===== config.mk =====
export PLATFORM = sky130hd
export DESIGN_NAME = dpc_ctrl
export DESIGN_NICKNAME = d
export VERILOG_FILES = /design/src/rtl/assert_macros.svh /design/src/rtl/dpc_pkg.sv /design/src/rtl/dpc_ctrl.sv
export SDC_FILE = /design/constraint.sdc
export NUM_CORES = 1
export LEC_CHECK = 0
export BUFFER_PORTS_ARGS = -buffer_cell sky130_fd_sc_hd__clkbuf_2
export CAP_MARGIN = 20
export CORE_AREA = 2 2 39 41
export DETAILED_ROUTE_END_ITERATION = 10
export DIE_AREA = 0 0 41 43
export SYNTH_ARGS = -nofsm -noshare
export SYNTH_HDL_FRONTEND = slang
export SYNTH_SLANG_ARGS = --single-unit

===== constraint.sdc =====
create_clock -name clk -period 1 [get_ports clk]
set_input_delay 0.05 -clock clk [delete_from_list [all_inputs] [get_ports clk]]
set_output_delay 0.05 -clock clk [all_outputs]
set_load 0.05 [all_outputs]

===== src/rtl/assert_macros.svh =====
// Assertion macros for the point cloud block
`ifndef ASSERT_MACROS_SVH
`define ASSERT_MACROS_SVH
`ifndef SYNTHESIS
`define ASSERT_IMPLIES(label, clk, rst_n, pre, post) \
	label: assert property (@(posedge clk) disable iff (!rst_n) (pre) |-> (post)) \
	else $error("assertion failed");
`define ASSERT_NEXT(label, clk, rst_n, pre, post) \
	label: assert property (@(posedge clk) disable iff (!rst_n) (pre) |=> (post)) \
	else $error("assertion failed");
`else
`define ASSERT_IMPLIES(label, clk, rst_n, pre, post)
`define ASSERT_NEXT(label, clk, rst_n, pre, post)
`endif
`endif


===== src/rtl/dpc_pkg.sv =====
// ----------------------------------------------------------------------------
// dpc_pkg
// Shared types and constants of the depth to point cloud block.
// ----------------------------------------------------------------------------
`default_nettype none
package dpc_pkg;
	localparam int unsigned MAX_IMAGE_SIDE = 4096;
	localparam int unsigned COORD_W = $clog2(MAX_IMAGE_SIDE);
	localparam int unsigned SIDE_W = COORD_W + 1;
	localparam logic [7:0] COLOR_FULL = 8'd255;

	// beat opcodes
	localparam logic OP_SCAN = 1'b0;
	localparam logic OP_EMIT = 1'b1;

	localparam logic [2:0] REG_WIDTH = 3'd0;
	localparam logic [2:0] REG_HEIGHT = 3'd1;
	localparam logic [2:0] REG_FRONT = 3'd2;
	localparam logic [2:0] REG_BACK = 3'd3;
	localparam logic [2:0] REG_WALL = 3'd4;
	localparam logic [2:0] REG_PF = 3'd5;
	localparam logic [2:0] REG_DF = 3'd6;
	localparam logic [2:0] REG_COLOR = 3'd7;

	localparam logic [1:0] CM_INPUT = 2'd0;
	localparam logic [1:0] CM_WHITE = 2'd1;

	typedef enum logic [2:0] {
		ST_IDLE, ST_MUL, ST_MUL2, ST_DIV, ST_FIN, ST_OUT
	} dpc_state_t;

	// controller to datapath
	typedef struct packed {
		logic load;
		logic mul;
		logic mul2;
		logic div_start;
		logic div_step;
		logic fin;
	} dpc_cmd_t;

	// datapath to controller
	typedef struct packed {
		logic is_scan;
		logic in_range;
		logic div_done;
	} dpc_stat_t;
endpackage
`default_nettype wire


===== src/rtl/dpc_ctrl.sv =====
// ----------------------------------------------------------------------------
// dpc_ctrl
// Sequencer: load, multiply, divide for hue, finish, hold result.
// ----------------------------------------------------------------------------
`default_nettype none
module dpc_ctrl
	import dpc_pkg::*;
(
	input wire logic clk,
	input wire logic arst_n,
	input wire logic in_valid,
	input wire logic out_stall,
	input wire dpc_stat_t stat,
	output logic in_stall,
	output logic out_valid,
	output dpc_cmd_t cmd
);
	dpc_state_t state_q, state_d;

	// state register
	always_ff @(posedge clk or negedge arst_n) begin
		if (!arst_n) state_q <= ST_IDLE;
		else state_q <= state_d;
	end

	// next state
	always_comb begin
		state_d = state_q;
		unique case (state_q)
			ST_IDLE: if (in_valid) state_d = ST_MUL;
			ST_MUL: begin
				if (stat.is_scan || !stat.in_range) state_d = ST_IDLE;
				else state_d = ST_MUL2;
			end
			ST_MUL2: state_d = ST_DIV;
			ST_DIV: if (stat.div_done) state_d = ST_FIN;
			ST_FIN: state_d = ST_OUT;
			ST_OUT: if (!out_stall) state_d = ST_IDLE;
			default: state_d = ST_IDLE;
		endcase
	end

	// outputs
	always_comb begin
		cmd = '0;
		in_stall = 1'b1;
		out_valid = 1'b0;
		unique case (state_q)
			ST_IDLE: begin
				in_stall = 1'b0;
				cmd.load = in_valid;
			end
			ST_MUL: cmd.mul = 1'b1;
			ST_MUL2: begin
				cmd.mul2 = 1'b1;
				cmd.div_start = 1'b1;
			end
			ST_DIV: cmd.div_step = 1'b1;
			ST_FIN: cmd.fin = 1'b1;
			ST_OUT: out_valid = 1'b1;
			default: ;
		endcase
	end
endmodule
`default_nettype wire


Yosys cells after proc, flatten, opt, wreduce, memory -nomap -nowiden --
Cells that the tools add are included.
Operators by class: equal/unequal tests 8, magnitude comparators 0, shift-type cells 0, bitwise gates (word level) 0, add/subtract/negate cells 0, divide/modulo/power cells 0, multipliers 0, mux-type cells 12, reductions and logical operators 4
Operators with widths (number):
- $pmux W3 S6 | 1
- $mux W3 | 3
- $eq A3 B2 Y1 const B | 2
- $eq A3 B3 Y1 const B | 2
- $mux W1 | 6
- $ne A2 B2 Y1 const B | 3
- $mux W2 | 2
- $eq A3 B1 Y1 const B | 1
- $logic_not A3 Y1 | 1
- $reduce_and A3 Y1 | 1
- $logic_not A1 Y1 | 1
- $logic_or A1 B1 Y1 | 1
Word-level totals: logic and storage cells 25, bits in writable memories 0, memories 0, input port bits 7, ROM bits 0, register bits after elaboration 3, bits in latches 0

Longest topological paths before layout --
Gate-level depths: netlist of run 1.
depth in word-level cells 4, mapped depth 3, depth with buffers taken out 2

Least setup slack after synthesis of run 1 --
Ideal clock, no wire load.
path kind flip-flop to output port, from register state_q[0], to output out_valid, required time 0.950 ns, buffers on the path 1, cell stages (with the launch flop) 4, path slack -0.692 ns, arrival time 1.642 ns, path through dfrtp_1 -> buf_6 -> inv_1 -> nor3b_1
Between the ends: longest elaborated chain between the ends 2
RTL lines:
- from (decl) | line dpc_ctrl.sv:18 | dpc_state_t state_q, state_d;
- from (signal assigned) | line dpc_ctrl.sv:23 | else state_q <= state_d;
- $eq A3 B3 Y1 | line dpc_ctrl.sv:48 | unique case (state_q)
- $mux W1 | line dpc_ctrl.sv:48
- to (decl) | line dpc_ctrl.sv:15 | output logic out_valid,
Every way passes these cells.

==> reports/metrics.cfg, run 1 <==
[cells_and_area]
finish.net_count=58
largest_reg_flops=3
inserted_diodes=0
fin_util_pct=40.6
area_growth_pct=147
post_layout_nonfiller_instances=66
reg_top3=state_q: 3 flops
registers.top_by_ff_count=state_q
final_layout_size_suffix_gt1_share_pct=76.0

[timing]
timing.fmax_mhz=756
worst_clock_skew_ps=0.385
slew_viol_final=0
slew_headroom_pct=87.8
tightestPinTransition_ps=182
period_share_pct=132
setup_ws_ps=-322
finalCriticalPeriod_ps=1320
finalSetupViolations=11
report.final.hold_viol_count=0
final.hold.worst_slack_ps=90.8
grt_setup_unrepaired=yes

[synth]
ys_seq_area_share_pct=33.0
synthDominantCellAreaShare_pct=33.0
primary_ff_master_synth=sky130_fd_sc_hd__dfrtp_1
compound_cell_area_share_of_the_yosys_netlist_pct=16.5
most_area_consuming_cells_after_synthesis=sky130_fd_sc_hd__dfrtp_1 (33%), sky130_fd_sc_hd__nor3b_1 (6.6%), sky130_fd_sc_hd__nand2b_1 (5.5%), sky130_fd_sc_hd__buf_6 (4.9%), sky130_fd_sc_hd__nand4bb_1 (4.9%)
number_of_nets_in_the_synthesized_netlist=33
syn_avg_cell_area_sq_um=8.76
synth_simple_gate_area_share_pct=39.0
synth_area_in_xor_xnor_pct=0
yosysTopAreaCell=sky130_fd_sc_hd__dfrtp_1
synth.cells.most_frequent=sky130_fd_sc_hd__dfrtp_1 (3), sky130_fd_sc_hd__nor2_1 (3), sky130_fd_sc_hd__inv_1 (2), sky130_fd_sc_hd__nand2b_1 (2), sky130_fd_sc_hd__nor3b_1 (2)
number_of_enable_type_register_cells_in_the_synthesized_netlist=0
combinational_family_with_the_most_area_after_synthesis=simple AND/OR/NAND/NOR gates
yosys.cell_types.count=19
post_synth_mux_area_share_pct=0
post_synth_fa_ha_maj_area_fraction_pct=0
async_s_r_ff_share_synth_pct=100
ys_warn_count=0
postSynthCellCount=26
syn-cell-area_sq_um=228
flip_flop_and_latch_count_after_synthesis=3

[setup_path]
critical_path.max_fanout=2
critical_path.endpoint_type=output pin
worstPathRequired_ps=950
critical_path_start_end_classification=reg2out
critical_path_startpoint_category=register
timing.critical_path.arrival_ps=1270

[route]
vias_per_cell=4.12
wl_um=744
via_count=272
detail_route.iter0.violations=4
number_of_detailed_route_iterations_in_the_first_pass=2
drt.antenna.violating_nets=0
drcViolationCount=0
wl_per_cell_um=11.3

[floorplanning]
ioPinCount=15
initial_utilization_pct=16.5
die_height_um=43
die-width_um=41
dieArea_sq_um=1760
std_cell_rows=14
floorplan.core_area_sq_um=1380

[job]
cap_violations=0

[outcome]
outcome=finished, violations left
violations=negative setup slack

[min_path]
worst_hold_path_type=in2reg

[global_routing]
globalRouteTotalUtil_pct=9.14
vias_in_the_first_global_route=253
met1_usage_pct=12.9
grt_overflow=0
wire_length_of_the_first_global_routing_pass_mm=1.03
grt_util_met3_pct=1.57
grt_use_met2_pct=10.3
grt_max_degree=10
grt_most_used_layer=met1
grt_antenna_before_repair=0

[pwr]
power.ir.vdd_worst_uv=1370
total_power_w=0.00226
p_leak_nw=0.245
p_per_area_nw_per_um2=4020

[place]
place_worst_setup_slack_ps=-175
port-buffer-count=14
place.detailed.instances=59
routabilityCongestion=0.741

[clock_network]
worst_skew_pair.late_latency_ps=230
clk_transition_reported_paths_ps=40
cts.root.buffer_cell=sky130_fd_sc_hd__clkbuf_4
number_of_buffers_on_the_longest_clock_path=2
cts-buffers-inserted=3
numClockSinks=3
clock_tree_from_tritoncts=yes
htreeDepth=1

cell families after synthesis:
logic type,count (synthesis)
AOI/OAI and AO/OA,5
buffers and inverters,4
DFF,3
and+or+nand+nor,14
report_power, final:
group	switching, W	internal, W
Clock	0.0000676	0.000150
Combinational	0.000975	0.000837
Sequential	0.0000460	0.000180
Total	0.00109	0.00117
critical path, cell delays in order, from the launching register on:
cell and delay [ps]:
sky130_fd_sc_hd__dfrtp_2 390, sky130_fd_sc_hd__or3_4 400, sky130_fd_sc_hd__nor2_4 100, sky130_fd_sc_hd__buf_8 150
through the flow:
stage	setup TNS (ps)	cell area, sq um
floorplan	-1320	269
global route	-2650	562
CTS	-2040	482
detailed placement	-892	374
finish	-2050	562
global placement	-819	374
what timing repair did:
action | CTS | global route
pin swaps | 3 | 6
gates resized for setup | 17 | 19
endpoints found under the hold margin | 3 | 0
endpoints found under the setup margin | 10 | 11
hold buffers | 1 | 0
setup buffers | 0 | 2
cloned | 0 | 0
area by class of cell:
class / instances / area (sq um)
flip-flops and latches: 3 / 76.3
clock buffers: 4 / 26.3
fillers: 135 / 822
multi-input cells: 19 / 205
inverters: 2 / 12.5
repair buffers: 22 / 221
well taps: 16 / 20.0
metal layers:
layer	routed length, um	vias to the layer above
li1	-	137
met1	313	125
met2	405	10
met3	24	0
met4	0	0
met5	0	-
final timing paths:
check                           start         end  cells past startpoint  slack, ps
hold / removal                stat[1]  state_q[1]                      3         90
max in group asynchronous      arst_n  state_q[1]                      2        730
setup reg to reg           state_q[0]  state_q[0]                      4        -80
hold reg to reg            state_q[2]  state_q[1]                      2        640
min in group asynchronous      arst_n  state_q[0]                      2        150
setup / recovery           state_q[1]      cmd[5]                      3       -320
cell usage in the layout (no fill, tap or decap):
master                          instances
sky130_fd_sc_hd__clkbuf_2               6
sky130_fd_sc_hd__buf_8                  5
sky130_fd_sc_hd__buf_6                  5
sky130_fd_sc_hd__clkbuf_4               4
sky130_fd_sc_hd__nor2_4                 2
sky130_fd_sc_hd__clkbuf_8               2
sky130_fd_sc_hd__buf_4                  2
sky130_fd_sc_hd__dfrtp_1                2
sky130_fd_sc_hd__or3_4                  1
sky130_fd_sc_hd__nor3b_2                1
sky130_fd_sc_hd__inv_6                  1
sky130_fd_sc_hd__nand2b_4               1
sky130_fd_sc_hd__nor2_2                 1
sky130_fd_sc_hd__nor3_4                 1
sky130_fd_sc_hd__nor3b_4                1
sky130_fd_sc_hd__inv_1                  1
sky130_fd_sc_hd__nand4bb_1              1
sky130_fd_sc_hd__a21bo_4                1
sky130_fd_sc_hd__a21oi_2                1
sky130_fd_sc_hd__nand2_1                1
sky130_fd_sc_hd__nand2b_1               1
sky130_fd_sc_hd__nor2b_1                1
sky130_fd_sc_hd__o22ai_1                1
sky130_fd_sc_hd__a21boi_4               1
sky130_fd_sc_hd__nor2_1                 1
sky130_fd_sc_hd__and2_1                 1
sky130_fd_sc_hd__o32ai_2                1
sky130_fd_sc_hd__clkbuf_1               1
sky130_fd_sc_hd__dlygate4sd3_1          1
sky130_fd_sc_hd__dfrtp_2                1
Note: power is estimated with default switching activity, not from simulation.
==> run 2, diff against run 1 <==
- ABC_AREA: unset -> 1
==> run 2 against run 1 <==
- the flow still finishes with violations (negative setup slack)
- utilization up 2.3 points
- global-route usage increased by 1.7 points
- die area did not move
- critical endpoint is now cmd[3]
- highest routed layer is now met4
==> reports/metrics.cfg, run 2 <==
[outcome]
outcome=finished, violations left
violations=negative setup slack

[synth]
most_area_consuming_cells_after_synthesis=sky130_fd_sc_hd__dfrtp_1 (31%), sky130_fd_sc_hd__inv_1 (12%), sky130_fd_sc_hd__nand3_1 (8.2%), sky130_fd_sc_hd__nand2_1 (7.7%), sky130_fd_sc_hd__nand4_1 (7.7%)
number_of_nets_in_the_synthesized_netlist=44
syn-cell-area_sq_um=243
ys_warn_count=0
synth.most_common_cell=sky130_fd_sc_hd__inv_1
yosys.cell_types.count=14
flip_flop_and_latch_count_after_synthesis=3
ys_seq_area_share_pct=30.9
async_s_r_ff_share_synth_pct=100
syn_avg_cell_area_sq_um=6.56
number_of_enable_type_register_cells_in_the_synthesized_netlist=0
synth.cells.most_frequent=sky130_fd_sc_hd__inv_1 (8), sky130_fd_sc_hd__nand2_1 (5), sky130_fd_sc_hd__nand3_1 (4), sky130_fd_sc_hd__nor2_1 (4)
primary_ff_master_synth=sky130_fd_sc_hd__dfrtp_1
postSynthCellCount=37
yosysTopAreaCell=sky130_fd_sc_hd__dfrtp_1
synthDominantCellAreaShare_pct=30.9

[timing]
report.final.hold_viol_count=0
slew_viol_final=0
setup_ws_ps=-224
grt_setup_unrepaired=yes
finalSetupViolations=11
period_share_pct=122
tightestPinTransition_ps=172
timing.fmax_mhz=817
finalCriticalPeriod_ps=1220
totalNegativeSetupSlack_ps=-1650
worst_clock_skew_ps=2.52
slew_headroom_pct=88.5

[setup_path]
critical_path_start_end_classification=reg2out
worstPathRequired_ps=950
critical_path.max_fanout=6
critical_path.endpoint_type=output pin
timing.critical_path.arrival_ps=1170
critical_path_startpoint_category=register

[floorplanning]
ioPinCount=15
std_cell_rows=14
die_height_um=43
dieArea_sq_um=1760
floorplan.core_area_sq_um=1380
initial_utilization_pct=17.5
die-width_um=41

[global_routing]
grt_max_degree=8
wire_length_of_the_first_global_routing_pass_mm=1.25
grt_overflow=0
grt_antenna_before_repair=0
vias_in_the_first_global_route=326
globalRouteTotalUtil_pct=10.9

[clock_network]
clk_transition_reported_paths_ps=40
worst_skew_pair.late_latency_ps=230
number_of_buffers_on_the_longest_clock_path=2
numClockSinks=3
htreeDepth=1
cts-buffers-inserted=3
clock_tree_from_tritoncts=yes
cts.root.buffer_cell=sky130_fd_sc_hd__clkbuf_4

[cells_and_area]
most_frequent_cells_in_the_layout=sky130_fd_sc_hd__buf_8 (8), sky130_fd_sc_hd__buf_4 (8), sky130_fd_sc_hd__inv_1 (6), sky130_fd_sc_hd__clkbuf_2 (6), sky130_fd_sc_hd__nor2_4 (5)
area_growth_pct=144
final_layout_size_suffix_gt1_share_pct=70.8
layout.cell_area.non_filler_sq_um=593
reg_top3=state_q: 3 flops
finish.net_count=73
post_layout_nonfiller_instances=81
registers.top_by_ff_count=state_q
inserted_diodes=0
fill_cells=143
largest_reg_flops=3

[route]
via_count=327
detail_route.iter0.violations=1
vias_per_cell=4.04
wl_per_cell_um=8.49
number_of_detailed_route_iterations_in_the_first_pass=2
drt.antenna.violating_nets=0
drcViolationCount=0
wl_um=688

[place]
routabilityCongestion=0.716
place_worst_setup_slack_ps=-97.6
place.detailed.instances=72
dpl_cell_area_sq_um=402
port-buffer-count=14
hpwlAfterDp_um=525

[min_path]
worst_hold_path_type=in2reg

[job]
cap_violations=0

[run 2: changes by cell type after synthesis, moves of 2 or more]
cell                       change
sky130_fd_sc_hd__nand3_1       +4
sky130_fd_sc_hd__nand2_1       +4
sky130_fd_sc_hd__inv_2         +3
sky130_fd_sc_hd__nor3b_1       -2
sky130_fd_sc_hd__inv_1         +6
sky130_fd_sc_hd__nand2b_1      -2
sky130_fd_sc_hd__nand4_1       +3
[run 2: kinds of logic (layout without fill, tap and decap cells)]
family	count (synthesis)	count (layout)	synth area share, %
and+or+nand+nor	19	19	41.2
AOI/OAI and AO/OA	3	3	7.73
DFF	3	3	30.9
buffers and inverters	12	40	20.1
[run 2: metrics by stage]
step	hold WS (ps)	utilization, %
floorplan	-246	-
global placement	-151	29.0
detailed placement	-149	29.0
CTS	73.6	38.0
global route	75.1	42.9
finish	84.3	42.9
[run 2: path summary, 6_finish.rpt]
path | slack (ps) | from | end | depth (start not counted)
min reg2reg | 730 | state_q[0] | state_q[2] | 2
max | -220 | state_q[1] | cmd[3] | 4
min | 80 | stat[1] | state_q[1] | 3
max reg2reg | -100 | state_q[2] | state_q[0] | 5
min in group asynchronous | 150 | arst_n | state_q[0] | 2
max in group asynchronous | 730 | arst_n | state_q[1] | 2
[run 2: final cells by class]
type | count | area [sq um] | share of cell area (%)
Timing Repair Buffer | 25 | 243 | 40.9
Multi-Input combinational cell | 22 | 176 | 29.7
Sequential cell | 3 | 77.6 | 13.1
Inverter | 11 | 50.0 | 8.44
Clock buffer | 4 | 26.3 | 4.43
Tap cell | 16 | 20.0 | 3.38
[run 2: timing repair]
| action | CTS | global route |
|---|---|---|
| resized for setup | 20 | 17 |
| pin swaps | 5 | 5 |
| hold buffers | 1 | 0 |
| endpoints found under the setup margin | 11 | 11 |
| cloned | 0 | 0 |
| buffers inserted | 1 | 3 |
| hold endpoints to repair | 3 | 0 |
[run 2: critical path, cell delays in order (launching register included)]
cell and delay [ps]:
sky130_fd_sc_hd__dfrtp_2 450, sky130_fd_sc_hd__buf_6 140, sky130_fd_sc_hd__nand3_4 80, sky130_fd_sc_hd__clkinvlp_4 110, sky130_fd_sc_hd__buf_8 160
[run 2: per-layer routing]
metal / wire length [um] / part of all wire (%) / track usage [%]
met1: 248 / 36 / 10.1
met2: 393 / 57 / 16.3
met3: 31 / 4.5 / 6.81
met4: 14 / 2.0 / 8.00
met5: 0 / 0 / 0
Power of run 2 is not shown: default switching activity piles up to over one toggle a cycle in this logic, so the estimate is an artifact.
