`config.mk`:
```
export PLATFORM = sky130hd
export DESIGN_NAME = dpc_datapath
export DESIGN_NICKNAME = d
export VERILOG_FILES = /design/src/rtl/assert_macros.svh /design/src/rtl/dpc_pkg.sv /design/src/rtl/dpc_datapath.sv
export SDC_FILE = /design/constraint.sdc
export NUM_CORES = 2
export LEC_CHECK = 0
export BUFFER_PORTS_ARGS = -buffer_cell sky130_fd_sc_hd__buf_2
export CAP_MARGIN = 25
export CORE_MARGIN = 10
export CORE_UTILIZATION = 57
export CTS_CLUSTER_SIZE = 14
export DETAILED_ROUTE_END_ITERATION = 10
export PLACE_DENSITY = 0.78
export SYNTH_ARGS = -nofsm -noshare
export SYNTH_HDL_FRONTEND = slang
export SYNTH_SLANG_ARGS = --single-unit
```
`constraint.sdc`:
```
create_clock -name clk -period 16 [get_ports clk]
set_input_delay 0.8 -clock clk [delete_from_list [all_inputs] [get_ports clk]]
set_output_delay 0.8 -clock clk [all_outputs]
set_load 0.05 [all_outputs]
```
`src/rtl/assert_macros.svh`:
```
// Assertion macros for the point cloud block
`ifndef ASSERT_MACROS_SVH
`define ASSERT_MACROS_SVH
`ifndef SYNTHESIS
`define ASSERT_IMPLIES(label, clk, rst_n, pre, post) \
	label: assert property (@(posedge clk) disable iff (!rst_n) (pre) |-> (post)) \
	else $error("assertion failed");
`define ASSERT_NEXT(label, clk, rst_n, pre, post) \
	label: assert property (@(posedge clk) disable iff (!rst_n) (pre) |=> (post)) \
	else $error("assertion failed");
`else
`define ASSERT_IMPLIES(label, clk, rst_n, pre, post)
`define ASSERT_NEXT(label, clk, rst_n, pre, post)
`endif
`endif

```
`src/rtl/dpc_pkg.sv`:
```
// ----------------------------------------------------------------------------
// dpc_pkg
// Shared types and constants of the depth to point cloud block.
// ----------------------------------------------------------------------------
`default_nettype none
package dpc_pkg;
	localparam int unsigned MAX_IMAGE_SIDE = 4096;
	localparam int unsigned COORD_W = $clog2(MAX_IMAGE_SIDE);
	localparam int unsigned SIDE_W = COORD_W + 1;
	localparam logic [7:0] COLOR_FULL = 8'd255;

	// beat opcodes
	localparam logic OP_SCAN = 1'b0;
	localparam logic OP_EMIT = 1'b1;

	localparam logic [2:0] REG_WIDTH = 3'd0;
	localparam logic [2:0] REG_HEIGHT = 3'd1;
	localparam logic [2:0] REG_FRONT = 3'd2;
	localparam logic [2:0] REG_BACK = 3'd3;
	localparam logic [2:0] REG_WALL = 3'd4;
	localparam logic [2:0] REG_PF = 3'd5;
	localparam logic [2:0] REG_DF = 3'd6;
	localparam logic [2:0] REG_COLOR = 3'd7;

	localparam logic [1:0] CM_INPUT = 2'd0;
	localparam logic [1:0] CM_WHITE = 2'd1;

	typedef enum logic [2:0] {
		ST_IDLE, ST_MUL, ST_MUL2, ST_DIV, ST_FIN, ST_OUT
	} dpc_state_t;

	// controller to datapath
	typedef struct packed {
		logic load;
		logic mul;
		logic mul2;
		logic div_start;
		logic div_step;
		logic fin;
	} dpc_cmd_t;

	// datapath to controller
	typedef struct packed {
		logic is_scan;
		logic in_range;
		logic div_done;
	} dpc_stat_t;
endpackage
`default_nettype wire

```
`src/rtl/dpc_datapath.sv`:
```
// ----------------------------------------------------------------------------
// dpc_datapath
// Config registers, frame maximum, multipliers, serial hue divider, color.
// ----------------------------------------------------------------------------
`default_nettype none
module dpc_datapath
	import dpc_pkg::*;
(
	input wire logic clk,
	input wire logic arst_n,
	input wire logic cfg_write,
	input wire logic [2:0] cfg_index,
	input wire logic [23:0] cfg_data,
	input wire dpc_cmd_t cmd,
	output dpc_stat_t stat,
	input wire logic opcode,
	input wire logic first_of_frame,
	input wire logic [COORD_W-1:0] pixel_x,
	input wire logic [COORD_W-1:0] pixel_y,
	input wire logic [15:0] depth,
	input wire logic [7:0] red_in,
	input wire logic [7:0] green_in,
	input wire logic [7:0] blue_in,
	output logic signed [47:0] vertex_x,
	output logic signed [47:0] vertex_y,
	output logic [39:0] vertex_z,
	output logic [7:0] red_out,
	output logic [7:0] green_out,
	output logic [7:0] blue_out
);
	logic [SIDE_W-1:0] width_q, height_q;
	logic [15:0] front_q, back_q, wall_q, max_q;
	logic [19:0] pf_q;
	logic [23:0] df_q;
	logic [1:0] cmode_q;

	// configuration registers
	always_ff @(posedge clk or negedge arst_n) begin
		if (!arst_n) begin
			width_q <= SIDE_W'(640);
			height_q <= SIDE_W'(480);
			front_q <= '0;
			back_q <= 16'hFFFF;
			wall_q <= '0;
			pf_q <= '0;
			df_q <= 24'd65536;
			cmode_q <= CM_INPUT;
		end else if (cfg_write) begin
			unique case (cfg_index)
				REG_WIDTH: width_q <= cfg_data[SIDE_W-1:0];
				REG_HEIGHT: height_q <= cfg_data[SIDE_W-1:0];
				REG_FRONT: front_q <= cfg_data[15:0];
				REG_BACK: back_q <= cfg_data[15:0];
				REG_WALL: wall_q <= cfg_data[15:0];
				REG_PF: pf_q <= cfg_data[19:0];
				REG_DF: df_q <= cfg_data;
				REG_COLOR: cmode_q <= cfg_data[1:0];
				default: ;
			endcase
		end
	end

	// latched item
	logic scan_q, first_q;
	logic [COORD_W-1:0] px_q, py_q;
	logic [15:0] z_q;
	logic [7:0] r_q, g_q, b_q;
	always_ff @(posedge clk) begin
		if (cmd.load) begin
			scan_q <= (opcode == OP_SCAN);
			first_q <= first_of_frame;
			px_q <= pixel_x;
			py_q <= pixel_y;
			z_q <= depth;
			r_q <= red_in;
			g_q <= green_in;
			b_q <= blue_in;
		end
	end

	// missing depth substitute
	logic [15:0] zs;
	assign zs = (z_q != '0) ? z_q : ((max_q > wall_q) ? max_q : wall_q);
	assign stat.is_scan = scan_q;
	assign stat.in_range = (zs > front_q) && (zs < back_q);

	// frame maximum, updated by scan items
	logic [15:0] base_max;
	assign base_max = first_q ? 16'd0 : max_q;
	always_ff @(posedge clk or negedge arst_n) begin
		if (!arst_n) max_q <= '0;
		else if (cmd.mul && scan_q) max_q <= (z_q > base_max) ? z_q : base_max;
	end

	// first products: pf*z, df*z, center offsets
	logic [35:0] scaled_q;
	logic signed [SIDE_W:0] offx_q, offy_q;
	logic [15:0] zv_q;
	always_ff @(posedge clk) begin
		if (cmd.mul) begin
			scaled_q <= 36'(pf_q) * 36'(zs);
			vertex_z <= 40'(40'(df_q) * 40'(zs));
			offx_q <= $signed({2'b0, px_q}) - $signed({2'b0, width_q[SIDE_W-1:1]});
			offy_q <= $signed({2'b0, py_q}) - $signed({2'b0, height_q[SIDE_W-1:1]});
			zv_q <= zs;
		end
	end

	// second products: offset times scale, then saturation
	logic signed [50:0] px_s2, py_s2;
	always_ff @(posedge clk) begin
		if (cmd.mul2) begin
			px_s2 <= 51'(offx_q) * $signed({15'b0, scaled_q});
			py_s2 <= 51'(offy_q) * $signed({15'b0, scaled_q});
		end
	end

	function automatic logic signed [47:0] sat48(input logic signed [50:0] v);
		logic signed [50:0] hi, lo;
		hi = 51'sh7FFFFFFFFFFF;
		lo = -hi - 51'sd1;
		if (v > hi) sat48 = 48'sh7FFFFFFFFFFF;
		else if (v < lo) sat48 = 48'sh800000000000;
		else sat48 = v[47:0];
	endfunction

	// restoring divider: z*255 / max, one quotient bit per cycle
	logic [23:0] dnum_q;
	logic [16:0] drem_q;
	logic [23:0] quo_q;
	logic [4:0] dcnt_q;
	logic [17:0] trial;
	assign trial = {drem_q, dnum_q[23]} - {2'b0, max_q};
	always_ff @(posedge clk or negedge arst_n) begin
		if (!arst_n) dcnt_q <= '0;
		else if (cmd.div_start) begin
			dnum_q <= 24'(zv_q) * 24'(COLOR_FULL);
			drem_q <= '0;
			dcnt_q <= 5'd24;
		end else if (cmd.div_step && dcnt_q != '0) begin
			if (!trial[17]) begin
				drem_q <= trial[16:0];
				quo_q <= {quo_q[22:0], 1'b1};
			end else begin
				drem_q <= {drem_q[15:0], dnum_q[23]};
				quo_q <= {quo_q[22:0], 1'b0};
			end
			dnum_q <= {dnum_q[22:0], 1'b0};
			dcnt_q <= dcnt_q - 5'd1;
		end
	end
	assign stat.div_done = (dcnt_q == 5'd1);

	// hue to color
	logic [7:0] hue;
	logic [10:0] six;
	logic [2:0] sector;
	logic [7:0] t, q;
	always_comb begin
		if (max_q == '0) hue = '0;
		else if (quo_q > 24'd255) hue = COLOR_FULL;
		else hue = quo_q[7:0];
		six = 11'(hue) * 11'd6;
		if (six >= 11'd1530) sector = 3'd6;
		else if (six >= 11'd1275) sector = 3'd5;
		else if (six >= 11'd1020) sector = 3'd4;
		else if (six >= 11'd765) sector = 3'd3;
		else if (six >= 11'd510) sector = 3'd2;
		else if (six >= 11'd255) sector = 3'd1;
		else sector = 3'd0;
		t = 8'(six - 11'(sector) * 11'd255);
		q = COLOR_FULL - t;
	end

	// result registers
	always_ff @(posedge clk) begin
		if (cmd.fin) begin
			vertex_x <= sat48(px_s2);
			vertex_y <= sat48(py_s2);
			if (cmode_q == CM_INPUT) begin
				red_out <= r_q; green_out <= g_q; blue_out <= b_q;
			end else if (cmode_q == CM_WHITE) begin
				red_out <= COLOR_FULL; green_out <= COLOR_FULL; blue_out <= COLOR_FULL;
			end else begin
				unique case (sector)
					3'd0: begin red_out <= COLOR_FULL; green_out <= t; blue_out <= '0; end
					3'd1: begin red_out <= q; green_out <= COLOR_FULL; blue_out <= '0; end
					3'd2: begin red_out <= '0; green_out <= COLOR_FULL; blue_out <= t; end
					3'd3: begin red_out <= '0; green_out <= q; blue_out <= COLOR_FULL; end
					3'd4: begin red_out <= t; green_out <= '0; blue_out <= COLOR_FULL; end
					3'd5: begin red_out <= COLOR_FULL; green_out <= '0; blue_out <= q; end
					default: begin red_out <= COLOR_FULL; green_out <= '0; blue_out <= '0; end
				endcase
			end
		end
	end
endmodule
`default_nettype wire
```
After elaboration in Yosys (flattened, before gate mapping)

Cells that the tools add are included.

Flip-flop bits (word level): 612
Bits of input ports: 102
Output and inout bits: 163
Logic and storage cells: 130

$add $sub $neg: 6
Multipliers: 7
Magnitude comparators: 15
Equal/unequal tests: 14
Mux-type cells: 30
Bitwise operators: 2
Reductions and logical operators: 23

Operators with widths:

| cell                                                                                   | count |
|---|---|
| 51-bit by 48-bit greater-than comparator with 1-bit output (second input constant)     | 2 |
| 51-bit by 48-bit less-than comparator with 1-bit output (second input constant)        | 2 |
| 13-bit by 37-bit multiplier with 50-bit output                                         | 2 |
| 48-bit two-way mux                                                                     | 2 |
| 8-bit one-hot mux with 3 select lines                                                  | 3 |
| 16-bit two-way mux                                                                     | 4 |
| 8-bit two-way mux                                                                      | 8 |
| 16-bit greater-than comparator                                                         | 3 |
| 24-bit two-way mux                                                                     | 2 |
| 24-bit by 16-bit multiplier with 40-bit output                                         | 1 |
| 20-bit by 16-bit multiplier with 36-bit output                                         | 1 |
| 17-bit two-way mux                                                                     | 2 |
| 12-bit by 12-bit subtractor with 13-bit output                                         | 2 |
| 24-bit by 8-bit greater-than comparator with 1-bit output (second input constant)      | 1 |
| 16-bit by 8-bit multiplier with 24-bit output (second input constant)                  | 1 |
| 11-bit by 10-bit greater-or-equal comparator with 1-bit output (second input constant) | 2 |
| 11-bit greater-or-equal comparator (second input constant)                             | 2 |
| 3-bit equality test (second input constant)                                            | 6 |
| 2-bit AND reduction                                                                    | 9 |
| 18-bit by 16-bit subtractor with 18-bit output                                         | 1 |
| 16-bit zero test                                                                       | 1 |
| 16-bit less-than comparator                                                            | 1 |
| 16-bit nonzero test                                                                    | 1 |
| 3-bit by 2-bit equality test with 1-bit output (second input constant)                 | 4 |
| 22 further kinds                                                                       | 34 |

Depth between registers and ports, before layout

Depth after elaboration: 17
Mapped depth: 41
Mapped depth without buffers: 39

Least setup slack after synthesis

Ideal clock, no wire load.

Kind: register to register
From: register max_q[1]
To: register vertex_z[38], data pin
Setup time: 258 ps
Data arrival time: 9185 ps
Required time: 15742 ps
Setup slack: 6558 ps
Stages on the path, launching flop included: 40
Buffers on the path: 2
Period minus slack after synthesis: 9442 ps
Cell sequence: dfrtp_1 > ha_1 > nor2b_1 > o21a_1 > o21a_1 > o21a_1 > o21a_1 > o21a_1 > o21ai_0 > a211oi_1 > o21ai_2 > buf_4 > mux2i_1 > o21bai_1 > clkbuf_1 > nand2_1 > fa_1 > inv_1 > [... 4 more ...] > inv_1 > fa_1 > inv_1 > fa_1 > inv_1 > ha_1 > a21o_1 > a2111oi_0 > o21ai_0 > o31ai_1 > a211oi_1 > nor2_1 > o21ai_0 > nor3_1 > o21ai_0 > a41o_1 > a21oi_1 > xnor2_1

Word-level cells in the longest chain between the ends: 4

RTL lines:

| item                                               | RTL line            | text |
|---|---|---|
| start: declaration                                 | dpc_datapath.sv:32  | `logic [15:0] front_q, back_q, wall_q, max_q;` |
| start signal: assignment                           | dpc_datapath.sv:92  | `else if (cmd.mul && scan_q) max_q <= (z_q > base_max) ? z_q : base_max;` |
| 16-bit greater-than comparator                     | dpc_datapath.sv:83  | `assign zs = (z_q != '0) ? z_q : ((max_q > wall_q) ? max_q : wall_q);` |
| 16-bit two-way mux (*) (2 in series)               | dpc_datapath.sv:83  |  |
| named net zs[1]                                    | dpc_datapath.sv:82  | `logic [15:0] zs;` |
| 24-bit by 16-bit multiplier with 40-bit output (*) | dpc_datapath.sv:102 | `vertex_z <= 40'(40'(df_q) * 40'(zs));` |
| end signal: assignment                             | dpc_datapath.sv:102 |  |
| end: declaration                                   | dpc_datapath.sv:26  | `output logic [39:0] vertex_z,` |

Mark *: on every way through the listed nets, which the timed path passes. The rest lies on a longest branch.
A chain may end at the register's enable or synchronous reset.

Final worst setup path

From: register max_q[1]
To: register vertex_z[38], data pin

Word-level cells in the longest chain between the ends: 4

RTL lines:

| item                                               | RTL line |
|---|---|
| 16-bit greater-than comparator                     | dpc_datapath.sv:83 |
| 16-bit two-way mux (*) (2 in series)               | dpc_datapath.sv:83 |
| 24-bit by 16-bit multiplier with 40-bit output (*) | dpc_datapath.sv:102 |

Mark *: on every way between the ends. The rest lies on a longest branch, timed or not.

==> results_dict.tcl <==
set metrics [dict create \
    vias 56666 \
    period_share 0.6662 \
    dp_slack_ns 5.418 \
    clock_sinks 608 \
    status "finished clean" \
    syn2layout_area_growth_pct 7.648 \
    start_util 0.5757 \
    ff2ff_path_depth 39 \
    cap_violations 0 \
    cts_resized 0 \
    wire_per_inst_um 19.13 \
    drt_first_iter_violations 4005 \
    worst_pin_slew_ns 1.145 \
    cts_tree "done" \
    synth_edf_count 469 \
    clock_tree.root_cell "clkbuf_16" \
    viasPerCell 5.604 \
    drc_errors 0 \
    path_class "flip-flop to flip-flop" \
    min_path_cells 1 \
    num_io_pins 265 \
    post-cts-setup-buffers 0 \
    final_cell_mix "inv_1 (1,458), fa_1 (1,383), nand2_1 (1,149)" \
    clock_latency_ns 0.71 \
    clock_path_buffers 3 \
    max-slew-margin-rel 0.2324 \
    synth_area_leaders "fa_1 (34%), edfxtp_1 (17%), ha_1 (11%)" \
    final_common_cell "inv_1" \
    die_area_um2 156900 \
    clock.fmax_mhz 93.82 \
    die-width_um 396.1 \
    grt_pass1_vias 61463 \
    port_buffers 264 \
    worstPathArrival_ns 11.11 \
    gp_congestion 0.8943 \
    post-route-min-period_ns 10.66 \
    synth_seq_area_share 0.2182 \
    r2r_setup_slack_ns 5.34 \
    synth.largest_area_cell "fa_1" \
    synth_fp_nets 10231 \
    path_max_fanout 47 \
    cts_buffers 74 \
    setup_violations 0 \
    grt_pass1_wl_um 319400 \
    crit_top_cell "fa_1" \
    antenna_found_initial 10 \
    yosysUniqueCellTypes 95 \
    start_kind "flip-flop" \
    regToRegStartpoint "max_q[1]$_DFFE_PN0P_" \
    finClkSkew_ns 0.03134 \
    hold_class "input port to flip-flop" \
    hpwl_um 145700 \
    ys.flop_type "edfxtp_1" \
    grt_overflow 0 \
    fin_hold_ws_ns 0.2643 \
    syn_area_um2 80620 \
    drt_first_pass_iters 5 \
    async_flop_share 0.2286 \
    nNetsFinal 10334 \
    post-route-util 0.6197 \
    clk_pin_slew_ns 0.06 \
    end_kind "flip-flop" \
    holdPathEnd "px_q[7]$_DFFE_PP_" \
    synthCells 8069 \
    slowest_stage "o31ai_1" \
    critPathRequiredTime_ns 16.46 \
    holdCritStartpoint "pixel_x[7]" \
    layout_setup_ws_ns 5.341 \
    grt_use_total 0.2500 \
    hold_violations 0 \
    yosys_warnings 0 \
    rsz0062_at_grt "no" \
    tns_ns 0 \
    ys_ff_latch 608 \
    syn_area_per_cell_um2 9.992 \
    finalMaxSlewViolations 0 \
    ant_nets 0 \
    drive_above_1_share 0.08432 \
    reg2reg_to "vertex_z[38]$_DFFE_PP_" \
    grt_max_degree 74 \
    wl_um 193400 \
    cpPeakStageDelay_ns 0.58 \
    die_h_um 396.1 \
    netlist.area_leader.share 0.3434 \
    cts.htree.levels 3 \
    core-area_um2 140000 \
    row_count 137 \
]
[cells in the mapped netlist (all sizes together), types with 7 or more instances]
master      n
o31ai      12
dfrtp     116
a211o       8
nand4      25
o211ai     10
o2111ai    11
dfstp      23
edfxtp    469
a21oi     220
and3       23
nor4       19
xnor2     154
xor2       48
inv      1458
nand2    1149
clkbuf    334
o21ai     164
nor3b       7
nor3       48
a21boi     18
a31oi      18
nor2      378
a221o      17
a2111oi     7
o21a       53
a211oi     42
mux2       92
ha        677
o21bai     33
buf        16
a21o       76
nand3      47
nor2b      54
fa       1383
mux2i      46
or3        16
or2        15
and2      582
nand2b    118
[metal layers]
layer | wire, um | global-route usage | vias up | part of all wire
met3 | 17100 | 0.05689 | 378 | 0.088
met1 | 75910 | 0.3179 | 28667 | 0.39
li1 | - | - | 25345 | -
met4 | 7100 | 0.09450 | 8 | 0.037
met2 | 93260 | 0.4162 | 2268 | 0.48
met5 | 52 | 0 | - | 0.00027
[flip-flops by register name (all words and copies together), names as in the netlist, 13 cells and up]
signal	count
offy_q	13
max_q	16
pf_q	20
vertex_y	48
vertex_x	48
back_q	16
offx_q	13
drem_q	17
front_q	16
scaled_q	36
wall_q	16
quo_q	24
px_s2	50
vertex_z	40
z_q	16
dnum_q	24
py_s2	50
df_q	24
zv_q	16
[worst max path at each step]
| stage | from | endpoint | slack, ns | cells after the start |
|---|---|---|---|---|
| after global placement | max_q[1]$_DFFE_PN0P_ | vertex_z[38]$_DFFE_PP_ | 5.05 | 38 |
| after floorplan | max_q[1]$_DFFE_PN0P_ | vertex_z[38]$_DFFE_PP_ | 6.56 | 39 |
| after detailed placement | max_q[1]$_DFFE_PN0P_ | vertex_z[36]$_DFFE_PP_ | 5.42 | 39 |
| after CTS | max_q[1]$_DFFE_PN0P_ | vertex_z[38]$_DFFE_PP_ | 5.36 | 39 |
| after global routing | max_q[1]$_DFFE_PN0P_ | vertex_z[38]$_DFFE_PP_ | 4.71 | 39 |
| final | max_q[1]$_DFFE_PN0P_ | vertex_z[38]$_DFFE_PP_ | 5.34 | 39 |
[kinds of logic after synthesis]
group | Yosys count | synth area share
AOI/OAI and AO/OA | 748 | 0.06125
xor gates and xnor gates | 202 | 0.02213
adders and majority gates | 2060 | 0.4485
buffers and inverters | 1808 | 0.08464
DFF | 608 | 0.2182
muxes | 138 | 0.01856
and+or+nand+nor | 2505 | 0.1468
[cell type report]
type	count	area, um^2
Multi-Input combinational cell	5653	56440
Sequential cell	608	17590
Timing Repair Buffer	377	2401
Inverter	1458	5473
Antenna cell	4	10.01
Fill cell	11103	53250
Clock buffer	84	1962
Clock inverter	51	571.8
Tap cell	1876	2347
[stage by stage]
step	area [um^2]	instances
after floorplan	80620	8069
after detailed placement	84020	9962
after global placement	83920	9957
after global routing	86790	10109
after CTS	86570	10098
final	86790	10111
[worst max-delay path: cells and delay by family (launching register included)]
family / cells / cell delay [ns]
simple gates: 4 / 0.70
xor+xnor: 1 / 0.08
buf+inv: 7 / 0.99
compound gates: 18 / 4.22
fa+ha+maj: 8 / 3.71
flops: 1 / 0.52
mux: 1 / 0.13
[what timing repair did]
action                     CTS  global route
hold endpoints to repair    19             0
setup endpoints to repair    0             0
hold buffers                 1             0
Power is not shown: default switching activity piles up to over one toggle a cycle in this logic, so the estimate is an artifact.
